$ cat config.mk
export PLATFORM = sky130hd
export DESIGN_NAME = ordered_integer_set_table
export DESIGN_NICKNAME = d
export VERILOG_FILES = /design/src/sv/oist_pkg.sv /design/src/sv/ordered_integer_set_table.sv /design/src/sv/oist_ctrl.sv /design/src/sv/oist_dp.sv
export SDC_FILE = /design/constraint.sdc
export NUM_CORES = 1
export LEC_CHECK = 0
export BUFFER_PORTS_ARGS = -buffer_cell sky130_fd_sc_hd__buf_2
export CAP_MARGIN = 10
export CORE_ASPECT_RATIO = 1.4
export CORE_UTILIZATION = 66
export CTS_BUF_LIST = sky130_fd_sc_hd__clkbuf_8
export DETAILED_ROUTE_END_ITERATION = 12
export PLACE_DENSITY = 0.83
export SLEW_MARGIN = 20
export SYNTH_ARGS = -nofsm -noshare
export SYNTH_HDL_FRONTEND = slang
export SYNTH_SLANG_ARGS = --single-unit
export TNS_END_PERCENT = 100
$ cat constraint.sdc
create_clock -name clk -period 6.1 [get_ports clk]
set_input_delay 0.915 -clock clk [delete_from_list [all_inputs] [get_ports clk]]
set_output_delay 0.915 -clock clk [all_outputs]
set_load 0.01 [all_outputs]
$ cat src/sv/oist_pkg.sv
package oist_pkg;

	// number of entries the table holds
	localparam int unsigned CAPACITY = 16;
	// entry index and fill count widths
	localparam int unsigned IDX_W = (CAPACITY > 1) ? $clog2(CAPACITY) : 1;
	localparam int unsigned CNT_W = $clog2(CAPACITY + 1);
	// field widths fixed by the interface
	localparam int unsigned VALUE_W = 32;
	localparam int unsigned COUNT_W = 5;

	typedef enum logic [1:0] {
		MODE_ADD    = 2'd0,
		MODE_REMOVE = 2'd1,
		MODE_QUERY  = 2'd2,
		MODE_CLEAR  = 2'd3
	} mode_t;

	typedef enum logic [1:0] {
		ST_DONE     = 2'd0,
		ST_NOCHANGE = 2'd1,
		ST_FULL     = 2'd2
	} status_t;

	// controller to datapath
	typedef struct packed {
		logic load;    // capture command and lookup result
		logic update;  // apply command, load result register
	} oist_cmd_t;

endpackage

$ cat src/sv/ordered_integer_set_table.sv
// ordered integer set table: holds up to CAPACITY (16) distinct 32-bit values in the
// order they were added. each command (add, remove, query, clear) returns one result
// with a status, a found flag (value was a member before the command) and the count
// after the command. on the input transfer the value is compared against every live
// entry at once and the first match is registered; the update state that follows
// applies the append, the gap-closing shift or the clear and loads the result register.
// the block takes one command at a time; a finished result waits in its own register,
// so the next command is taken while the result is still pending, and only the update
// cycle stalls until that result transfer has happened.
// entries are not cleared at reset; only the fill count is, and entries at or above
// it are never compared
module ordered_integer_set_table import oist_pkg::*; (
	input  logic                clk,
	input  logic                arst_n,
	input  logic                in_valid,
	output logic                in_ready,
	input  logic [1:0]          mode,
	input  logic signed [31:0]  value,
	output logic                out_valid,
	input  logic                out_ready,
	output logic [1:0]          status,
	output logic                found,
	output logic [4:0]          count
);

	oist_cmd_t cmd;

	// sequencing of capture and update, result transfer tracking
	oist_ctrl u_ctrl (
		.clk       (clk),
		.arst_n    (arst_n),
		.in_valid  (in_valid),
		.in_ready  (in_ready),
		.out_valid (out_valid),
		.out_ready (out_ready),
		.cmd       (cmd)
	);

	// entry storage, compare array and result register
	oist_dp u_dp (
		.clk    (clk),
		.arst_n (arst_n),
		.cmd    (cmd),
		.mode   (mode),
		.value  (value),
		.status (status),
		.found  (found),
		.count  (count)
	);

endmodule

$ cat src/sv/oist_ctrl.sv
module oist_ctrl import oist_pkg::*; (
	input  logic      clk,
	input  logic      arst_n,
	input  logic      in_valid,
	output logic      in_ready,
	output logic      out_valid,
	input  logic      out_ready,
	output oist_cmd_t cmd
);

	typedef enum logic {
		S_IDLE,
		S_UPD
	} state_t;

	state_t state_q;
	logic   out_valid_q;
	logic   res_free;

	// result register can take a new result this cycle
	assign res_free = !out_valid_q || out_ready;

	assign in_ready   = (state_q == S_IDLE);
	assign cmd.load   = in_valid && (state_q == S_IDLE);
	assign cmd.update = (state_q == S_UPD) && res_free;
	assign out_valid  = out_valid_q;

	always_ff @(posedge clk or negedge arst_n) begin
		if (!arst_n) begin
			state_q     <= S_IDLE;
			out_valid_q <= 1'b0;
		end else begin
			case (state_q)
				S_IDLE: begin
					if (out_ready) out_valid_q <= 1'b0;
					if (in_valid) state_q <= S_UPD;
				end
				S_UPD: begin
					if (res_free) begin
						out_valid_q <= 1'b1;
						state_q     <= S_IDLE;
					end
				end
				default: begin
					state_q <= S_IDLE;
				end
			endcase
		end
	end

	a_cmd_excl: assert property (@(posedge clk) disable iff (!arst_n)
		!(cmd.load && cmd.update))
		else $error("load and update in the same cycle");

	a_load_then_upd: assert property (@(posedge clk) disable iff (!arst_n)
		cmd.load |=> (state_q == S_UPD))
		else $error("accepted command did not move to update");

	a_upd_gives_result: assert property (@(posedge clk) disable iff (!arst_n)
		cmd.update |=> out_valid_q)
		else $error("update produced no result");

endmodule

$ cat src/sv/oist_dp.sv
module oist_dp import oist_pkg::*; (
	input  logic                clk,
	input  logic                arst_n,
	input  oist_cmd_t           cmd,
	input  logic [1:0]          mode,
	input  logic [VALUE_W-1:0]  value,
	output logic [1:0]          status,
	output logic                found,
	output logic [COUNT_W-1:0]  count
);

	logic [VALUE_W-1:0] mem_q [CAPACITY];
	logic [CNT_W-1:0]   cnt_q;

	mode_t              mode_s1;
	logic [VALUE_W-1:0] value_s1;
	logic               found_s1;
	logic [IDX_W-1:0]   pos_s1;

	status_t            status_q;
	logic               found_q;
	logic [COUNT_W-1:0] count_q;

	logic [CAPACITY-1:0] match;
	logic                hit;
	logic [IDX_W-1:0]    pos;
	logic                full;
	logic                do_add;
	logic                do_rem;
	status_t             status_nxt;
	logic [CNT_W-1:0]    cnt_nxt;

	// parallel compare of the incoming value against all live entries
	always_comb begin
		for (int i = 0; i < CAPACITY; i++) begin
			match[i] = (CNT_W'(i) < cnt_q) && (mem_q[i] == value);
		end
	end

	assign hit = |match;

	// lowest matching index
	always_comb begin
		pos = '0;
		for (int i = CAPACITY - 1; i >= 0; i--) begin
			if (match[i]) pos = IDX_W'(i);
		end
	end

	assign full   = (cnt_q == CNT_W'(CAPACITY));
	assign do_add = (mode_s1 == MODE_ADD) && !full && !found_s1;
	assign do_rem = (mode_s1 == MODE_REMOVE) && found_s1;

	always_comb begin
		status_nxt = ST_DONE;
		cnt_nxt    = cnt_q;
		case (mode_s1)
			MODE_ADD: begin
				if (full) status_nxt = ST_FULL;
				else if (found_s1) status_nxt = ST_NOCHANGE;
				else cnt_nxt = cnt_q + 1'b1;
			end
			MODE_REMOVE: begin
				if (!found_s1) status_nxt = ST_NOCHANGE;
				else cnt_nxt = cnt_q - 1'b1;
			end
			MODE_QUERY: begin
				status_nxt = ST_DONE;
			end
			MODE_CLEAR: begin
				cnt_nxt = '0;
			end
			default: begin
				status_nxt = ST_DONE;
			end
		endcase
	end

	// command capture and lookup result
	always_ff @(posedge clk) begin
		if (cmd.load) begin
			mode_s1  <= mode_t'(mode);
			value_s1 <= value;
			found_s1 <= hit;
			pos_s1   <= pos;
		end
	end

	// entry storage: append at the tail, or close the gap on remove
	always_ff @(posedge clk) begin
		if (cmd.update) begin
			for (int i = 0; i < CAPACITY; i++) begin
				if (do_add && (CNT_W'(i) == cnt_q)) begin
					mem_q[i] <= value_s1;
				end else if (do_rem && (IDX_W'(i) >= pos_s1) && (i < CAPACITY - 1)) begin
					mem_q[i] <= mem_q[(i + 1) % CAPACITY];
				end
			end
		end
	end

	always_ff @(posedge clk or negedge arst_n) begin
		if (!arst_n) begin
			cnt_q <= '0;
		end else if (cmd.update) begin
			cnt_q <= cnt_nxt;
		end
	end

	// result register
	always_ff @(posedge clk) begin
		if (cmd.update) begin
			status_q <= status_nxt;
			found_q  <= found_s1;
			count_q  <= COUNT_W'(cnt_nxt);
		end
	end

	assign status = status_q;
	assign found  = found_q;
	assign count  = count_q;

	a_cnt_range: assert property (@(posedge clk) disable iff (!arst_n)
		cnt_q <= CNT_W'(CAPACITY))
		else $error("fill count beyond capacity");

	a_add_grows: assert property (@(posedge clk) disable iff (!arst_n)
		(cmd.update && do_add) |=> (cnt_q == CNT_W'($past(cnt_q) + 1'b1)))
		else $error("successful add did not grow the count");

	a_rem_shrinks: assert property (@(posedge clk) disable iff (!arst_n)
		(cmd.update && do_rem) |=> (cnt_q == CNT_W'($past(cnt_q) - 1'b1)))
		else $error("successful remove did not shrink the count");

	a_clear_empty: assert property (@(posedge clk) disable iff (!arst_n)
		(cmd.update && (mode_s1 == MODE_CLEAR)) |=> (cnt_q == '0))
		else $error("clear left entries");

endmodule

## After elaboration in Yosys (flattened, before gate mapping)

Memory sizes are Yosys's and may differ from the RTL's.
Index checks and enable logic that the tools add are counted.

| operators by class | value |
|---|---|
| add/subtract/negate cells | 2 |
| order comparisons | 31 |
| eq/ne operators | 36 |
| multiplexer cells | 155 |
| bitwise logic cells | 16 |
| reduce and logical (&&, ||, !) cells | 64 |

Operators by type and width:

| kind | count |
|---|---|
| 32-bit equality test | 16 |
| 32-bit two-way mux | 16 |
| 1-bit two-way mux | 116 |
| 1-bit logical AND | 52 |
| 4-bit by 5-bit equality test with 1-bit output (first input constant) | 8 |
| 4-bit by 5-bit less-than comparator with 1-bit output (first input constant) | 8 |
| 4-bit two-way mux | 9 |
| 32-bit OR reduction | 1 |
| 4-bit >= comparator (first input constant) | 7 |
| 3-bit by 5-bit equality test with 1-bit output (first input constant) | 4 |
| 3-bit by 5-bit less-than comparator with 1-bit output (first input constant) | 4 |
| 3-bit by 4-bit >= comparator with 1-bit output (first input constant) | 4 |
| 16-bit OR reduction | 1 |
| 5-bit two-way mux | 3 |
| 1-bit bitwise OR | 15 |
| 5-bit case mux with 3 select lines | 1 |
| 3-bit two-way mux | 4 |
| 2-bit by 5-bit equality test with 1-bit output (first input constant) | 2 |
| 1-bit by 5-bit less-than comparator with 1-bit output (first input constant) | 2 |
| 2-bit by 5-bit less-than comparator with 1-bit output (first input constant) | 2 |
| 1-bit by 4-bit >= comparator with 1-bit output (first input constant) | 2 |
| 2-bit by 4-bit >= comparator with 1-bit output (first input constant) | 2 |
| 8-bit OR reduction | 1 |
| 2-bit two-way mux | 3 |
| 18 further kinds | 21 |

| storage, ports and cells | value |
|---|---|
| register bits | 54 |
| bits in writable memories | 512 |
| output and inout port bits | 10 |
| logic and storage cells | 318 |
| memories | 1 |

Memory list:

| name | depth | bits a word | rd ports | clocked after memory_dff | wr ports | line | source |
|---|---|---|---|---|---|---|---|
| u_dp.mem_q | 16 | 32 | 16 | 0 | 15 | oist_dp.sv:12 | `logic [VALUE_W-1:0] mem_q [CAPACITY];` |

## Logic depth before layout (Yosys ltp)

An unclocked memory read counts as a cell.

| logic depth | value |
|---|---|
| word-level depth | 18 |
| gate-level depth with buffers | 10 |
| depth with buffers taken out | 9 |

## Modules after synthesis

From an unflattened synthesis, not the netlist that was laid out.

| unflattened totals | value |
|---|---|
| cells, all modules | 2197 |
| area total of the unflattened synthesis | 29736.0 um2 |

By module, submodules not included:

| module | instances | cells an instance | area an instance (um2) | seq. area each (um2) |
|---|---|---|---|---|
| oist_dp | 1 | 2189 | 29642.2 | 16911.2 |
| oist_ctrl | 1 | 8 | 93.8 | 50.0 |

## Least setup slack after synthesis

OpenSTA, ideal clock, no wires.

| path | value |
|---|---|
| path kind | reg-to-reg |
| start | register u_dp.cnt_q[0] |
| end | memory u_dp.mem_q[11][4], in the netlist u_dp.mem_q[1][100], enable pin |
| library setup time | 0.466 ns |
| data arrival time | 4.037 ns |
| required time | 5.634 ns |
| path slack | 1.597 ns |
| cell stages (with the launch flop) | 9 |
| path buffers | 1 |
| cells stage by stage | dfrtp_1 clkbuf_1 inv_1 ha_1 nand3_1 nand2_1 nor3_2 nand4_1 o21ai_0 |

RTL lines:

| element | line | source |
|---|---|---|
| start, declared | oist_dp.sv:13 | `logic [CNT_W-1:0] cnt_q;` |
| start signal, assigned | oist_dp.sv:106 | `cnt_q <= cnt_nxt;` |
| end, declared | oist_dp.sv:12 |  |

==> flow_metrics.env <==
export IMPL_start_kind="flop"
export IMPL_yosysTopAreaCell="edfxtp_1"
export IMPL_clk_pin_slew_ns=0.07
export IMPL_die_width_um=182
export IMPL_hpwl_um=60900
export IMPL_grt_use_total_pct=36.4
export IMPL_grt_max_degree=40
export IMPL_synthTopCellsByArea="edfxtp_1 56%, mux2_2 17%, xor2_1 8.8%, xnor2_1 6.2%, nand2_1 1.6%"
export IMPL_finClkSkew_ns=0.0298
export IMPL_layout_commonest_cell="edfxtp_1"
export IMPL_io_buffers=47
export IMPL_drc=0
export IMPL_first_pass_iters=6
export IMPL_seq_area_frac_synth_pct=56.7
export IMPL_hold_violations=0
export IMPL_syn_inst=2137
export IMPL_rows=92
export IMPL_cts_sinks=566
export IMPL_drt_vias_per_instance=6.48
export IMPL_endpoint_kind="flop"
export IMPL_synthesis_nets=2180
export IMPL_syn_to_final_growth_pct=6.84
export IMPL_fin_crit_sh_pct=66.4
export IMPL_final_cell_area_sq_mm=0.0320
export IMPL_fp_coreArea_sq_mm=0.0449
export IMPL_post_cts_setup_buffer_count=0
export IMPL_whs_ns=0.0783
export IMPL_synth_seq_cells=566
export IMPL_routed_wl_um=82200
export IMPL_die_area_sq_mm=0.0462
export IMPL_synth_avg_cell_area_sq_um=14.0
export IMPL_outcome="finished, final reports clean"
export IMPL_postRouteAntennaNets=0
export IMPL_dp_slack_ns=1.69
export IMPL_leakagePower_nw=10.7
export IMPL_critical_path_class="flop to flop"
export IMPL_yosysWarnings=0
export IMPL_ioPinCount=48
export IMPL_layout_nets=2192
export IMPL_met1_usage_pct=37.8
export IMPL_rsz0062_at_grt="false"
export IMPL_hold_buffers=0
export IMPL_period_minus_slack_ns=4.05
export IMPL_dpl_instance_area_sq_mm=0.0304
export IMPL_hold_path_class="primary input to async pin"
export IMPL_cp_required_ns=6.38
export IMPL_ctsResizeCount=0
export IMPL_die_h_um=254
export IMPL_cp_arrival_ns=4.33
export IMPL_vias=18000
export IMPL_nFillCells=2926
export IMPL_cts_inserted_buffers=86
export IMPL_grtUsageMet3_pct=5.36
export IMPL_synth_top_area_share_pct=56.1
export IMPL_place_gp_congestion=1.00
export IMPL_fmax_mhz=247
export IMPL_htreeDepth=3
export IMPL_drt_iter0_markers=1735
export IMPL_ir_drop_v=0.000232
export IMPL_start_util_pct=66.7
export IMPL_powerDensity_mw_per_mm2=304
export IMPL_antenna_found_initial=4
export IMPL_relSlewSlack_pct=23.1
export IMPL_crit_fanout=32
export IMPL_grt_overflow=0
export IMPL_routedWlPerCell_um=29.6
export IMPL_top_usage_layer="met2"
export IMPL_worstMarginPinSlew_ns=1.14
export IMPL_clockBufferDepth=3
export IMPL_cts_tree="yes"
export IMPL_layout_common_cells="559 x edfxtp_1, 447 x mux2_2, 299 x xor2_1"
export IMPL_grt_pass1_vias=18500
export IMPL_met2_usage_pct=63.6
export IMPL_clockRootBuffer="clkbuf_8"
export IMPL_clk_latency_ns=0.68
export IMPL_synth_area_sq_mm=0.0299
export IMPL_slew_viol_final=0
export IMPL_setup_tns_ns=0
export IMPL_cap_viol_max_count=0
export IMPL_grt_pass1_wl_um=119000
export IMPL_setup_viol=0
export IMPL_yosysUniqueCellTypes=58
export IMPL_drive_above_1_share_pct=30.6
export IMPL_setup_ws_ns=2.05
[synth_stat cells (all sizes together)]
master   number
a31oi         3
a211o         1
a2bb2oi       1
a211oi        1
buf          98
nor2         20
a311oi        1
nor4bb        1
dfrtp         7
o21bai        2
o221ai        1
a21o          2
o21ai        22
o2111ai       1
xor2        300
or2           1
a31o          4
nand3        26
o311ai        3
o211a         1
ha            5
a32oi         1
nor2b         4
a21oi        15
nand2       127
clkinv        1
xnor2       212
nand4b        1
o32ai         1
a2111oi       4
nand4        67
nand2b        6
mux2        453
or3           2
edfxtp      559
nor3         30
and3          2
o22ai         1
clkbuf       62
nor4         76
inv          11
or4           1
[sequential cells by signal, summed over array words and instances, names as in the netlist]
name,count
u_dp.cnt_q,5
u_dp.value_s1,32
u_dp.found_s1,1
u_dp.count,5
u_dp.mode_s1,2
u_ctrl.out_valid,1
u_dp.found,1
u_dp.pos_s1,4
u_dp.mem_q,512
u_ctrl.state_q,1
u_dp.status,2
[report_power, final]
group | internal, W | switching (W)
clock network | 0.00139 | 0.00151
logic | 0.000740 | 0.000922
registers | 0.00472 | 0.000433
[routing by layer]
| metal | up-vias | wire length, um |
|---|---|---|
| met5 | - | 0 |
| met4 | 0 | 8600 |
| met3 | 295 | 4670 |
| met2 | 891 | 41700 |
| met1 | 8967 | 27200 |
| li1 | 7862 | - |
[worst paths after layout]
check | startpoint | to | slack (ns) | depth (start not counted)
min reg2reg | u_ctrl.out_valid | u_ctrl.out_valid | 0.54 | 2
min | arst_n | u_ctrl.out_valid | 0.08 | 1
min in group clk | mode[1] | u_dp.mode_s1[1] | 0.42 | 1
max | u_dp.cnt_q[0] | u_dp.mem_q[1][147] | 2.05 | 7
max in group asynchronous | arst_n | u_dp.cnt_q[0] | 5.83 | 1
max reg2reg | u_dp.cnt_q[0] | u_dp.mem_q[1][147] | 2.05 | 7
[metrics by stage]
stage	utilization (%)	total power [W]	std cells
2_1_floorplan	-	0.00622	2137
4_1_cts	71.0	0.00966	2775
5_1_grt	71.2	0.00999	2780
6_report	71.2	0.00971	2780
3_5_place_dp	67.6	0.00683	2622
3_3_place_gp	67.6	0.00677	2622
[final cells by class]
| class | count | area, sq um | share of cell area, % |
|---|---|---|---|
| sequential | 566 | 17000 | 53.0 |
| multi-input combinational | 1399 | 12200 | 38.0 |
| clock buffer | 89 | 1220 | 3.83 |
| tap | 564 | 706 | 2.21 |
| timing repair buffer | 84 | 573 | 1.79 |
| clock inverter | 64 | 297 | 0.927 |
| inverter | 12 | 45.0 | 0.141 |
| antenna | 2 | 5.00 | 0.0157 |
[logic make-up (layout without fill, tap and decap cells)]
group	count (synthesis)	count (layout)	synth area share, %
flops	566	566	56.7
xor+xnor	512	512	15.0
mux	453	453	17.0
simple gates	364	364	6.41
buf+inv	172	249	3.17
compound gates	65	65	1.48
fa+ha+maj	5	5	0.209
other cells	0	2	0
[critical path, stage by stage (launching register included)]
cell and delay [ns]:
dfrtp_1 0.76, inv_1 0.19, ha_1 0.31, nand3_1 0.23
nand2_1 0.15, nor3_2 0.69, nand2_1 0.38, o21ai_4 0.93
Note: power is estimated with default switching activity, not from simulation.
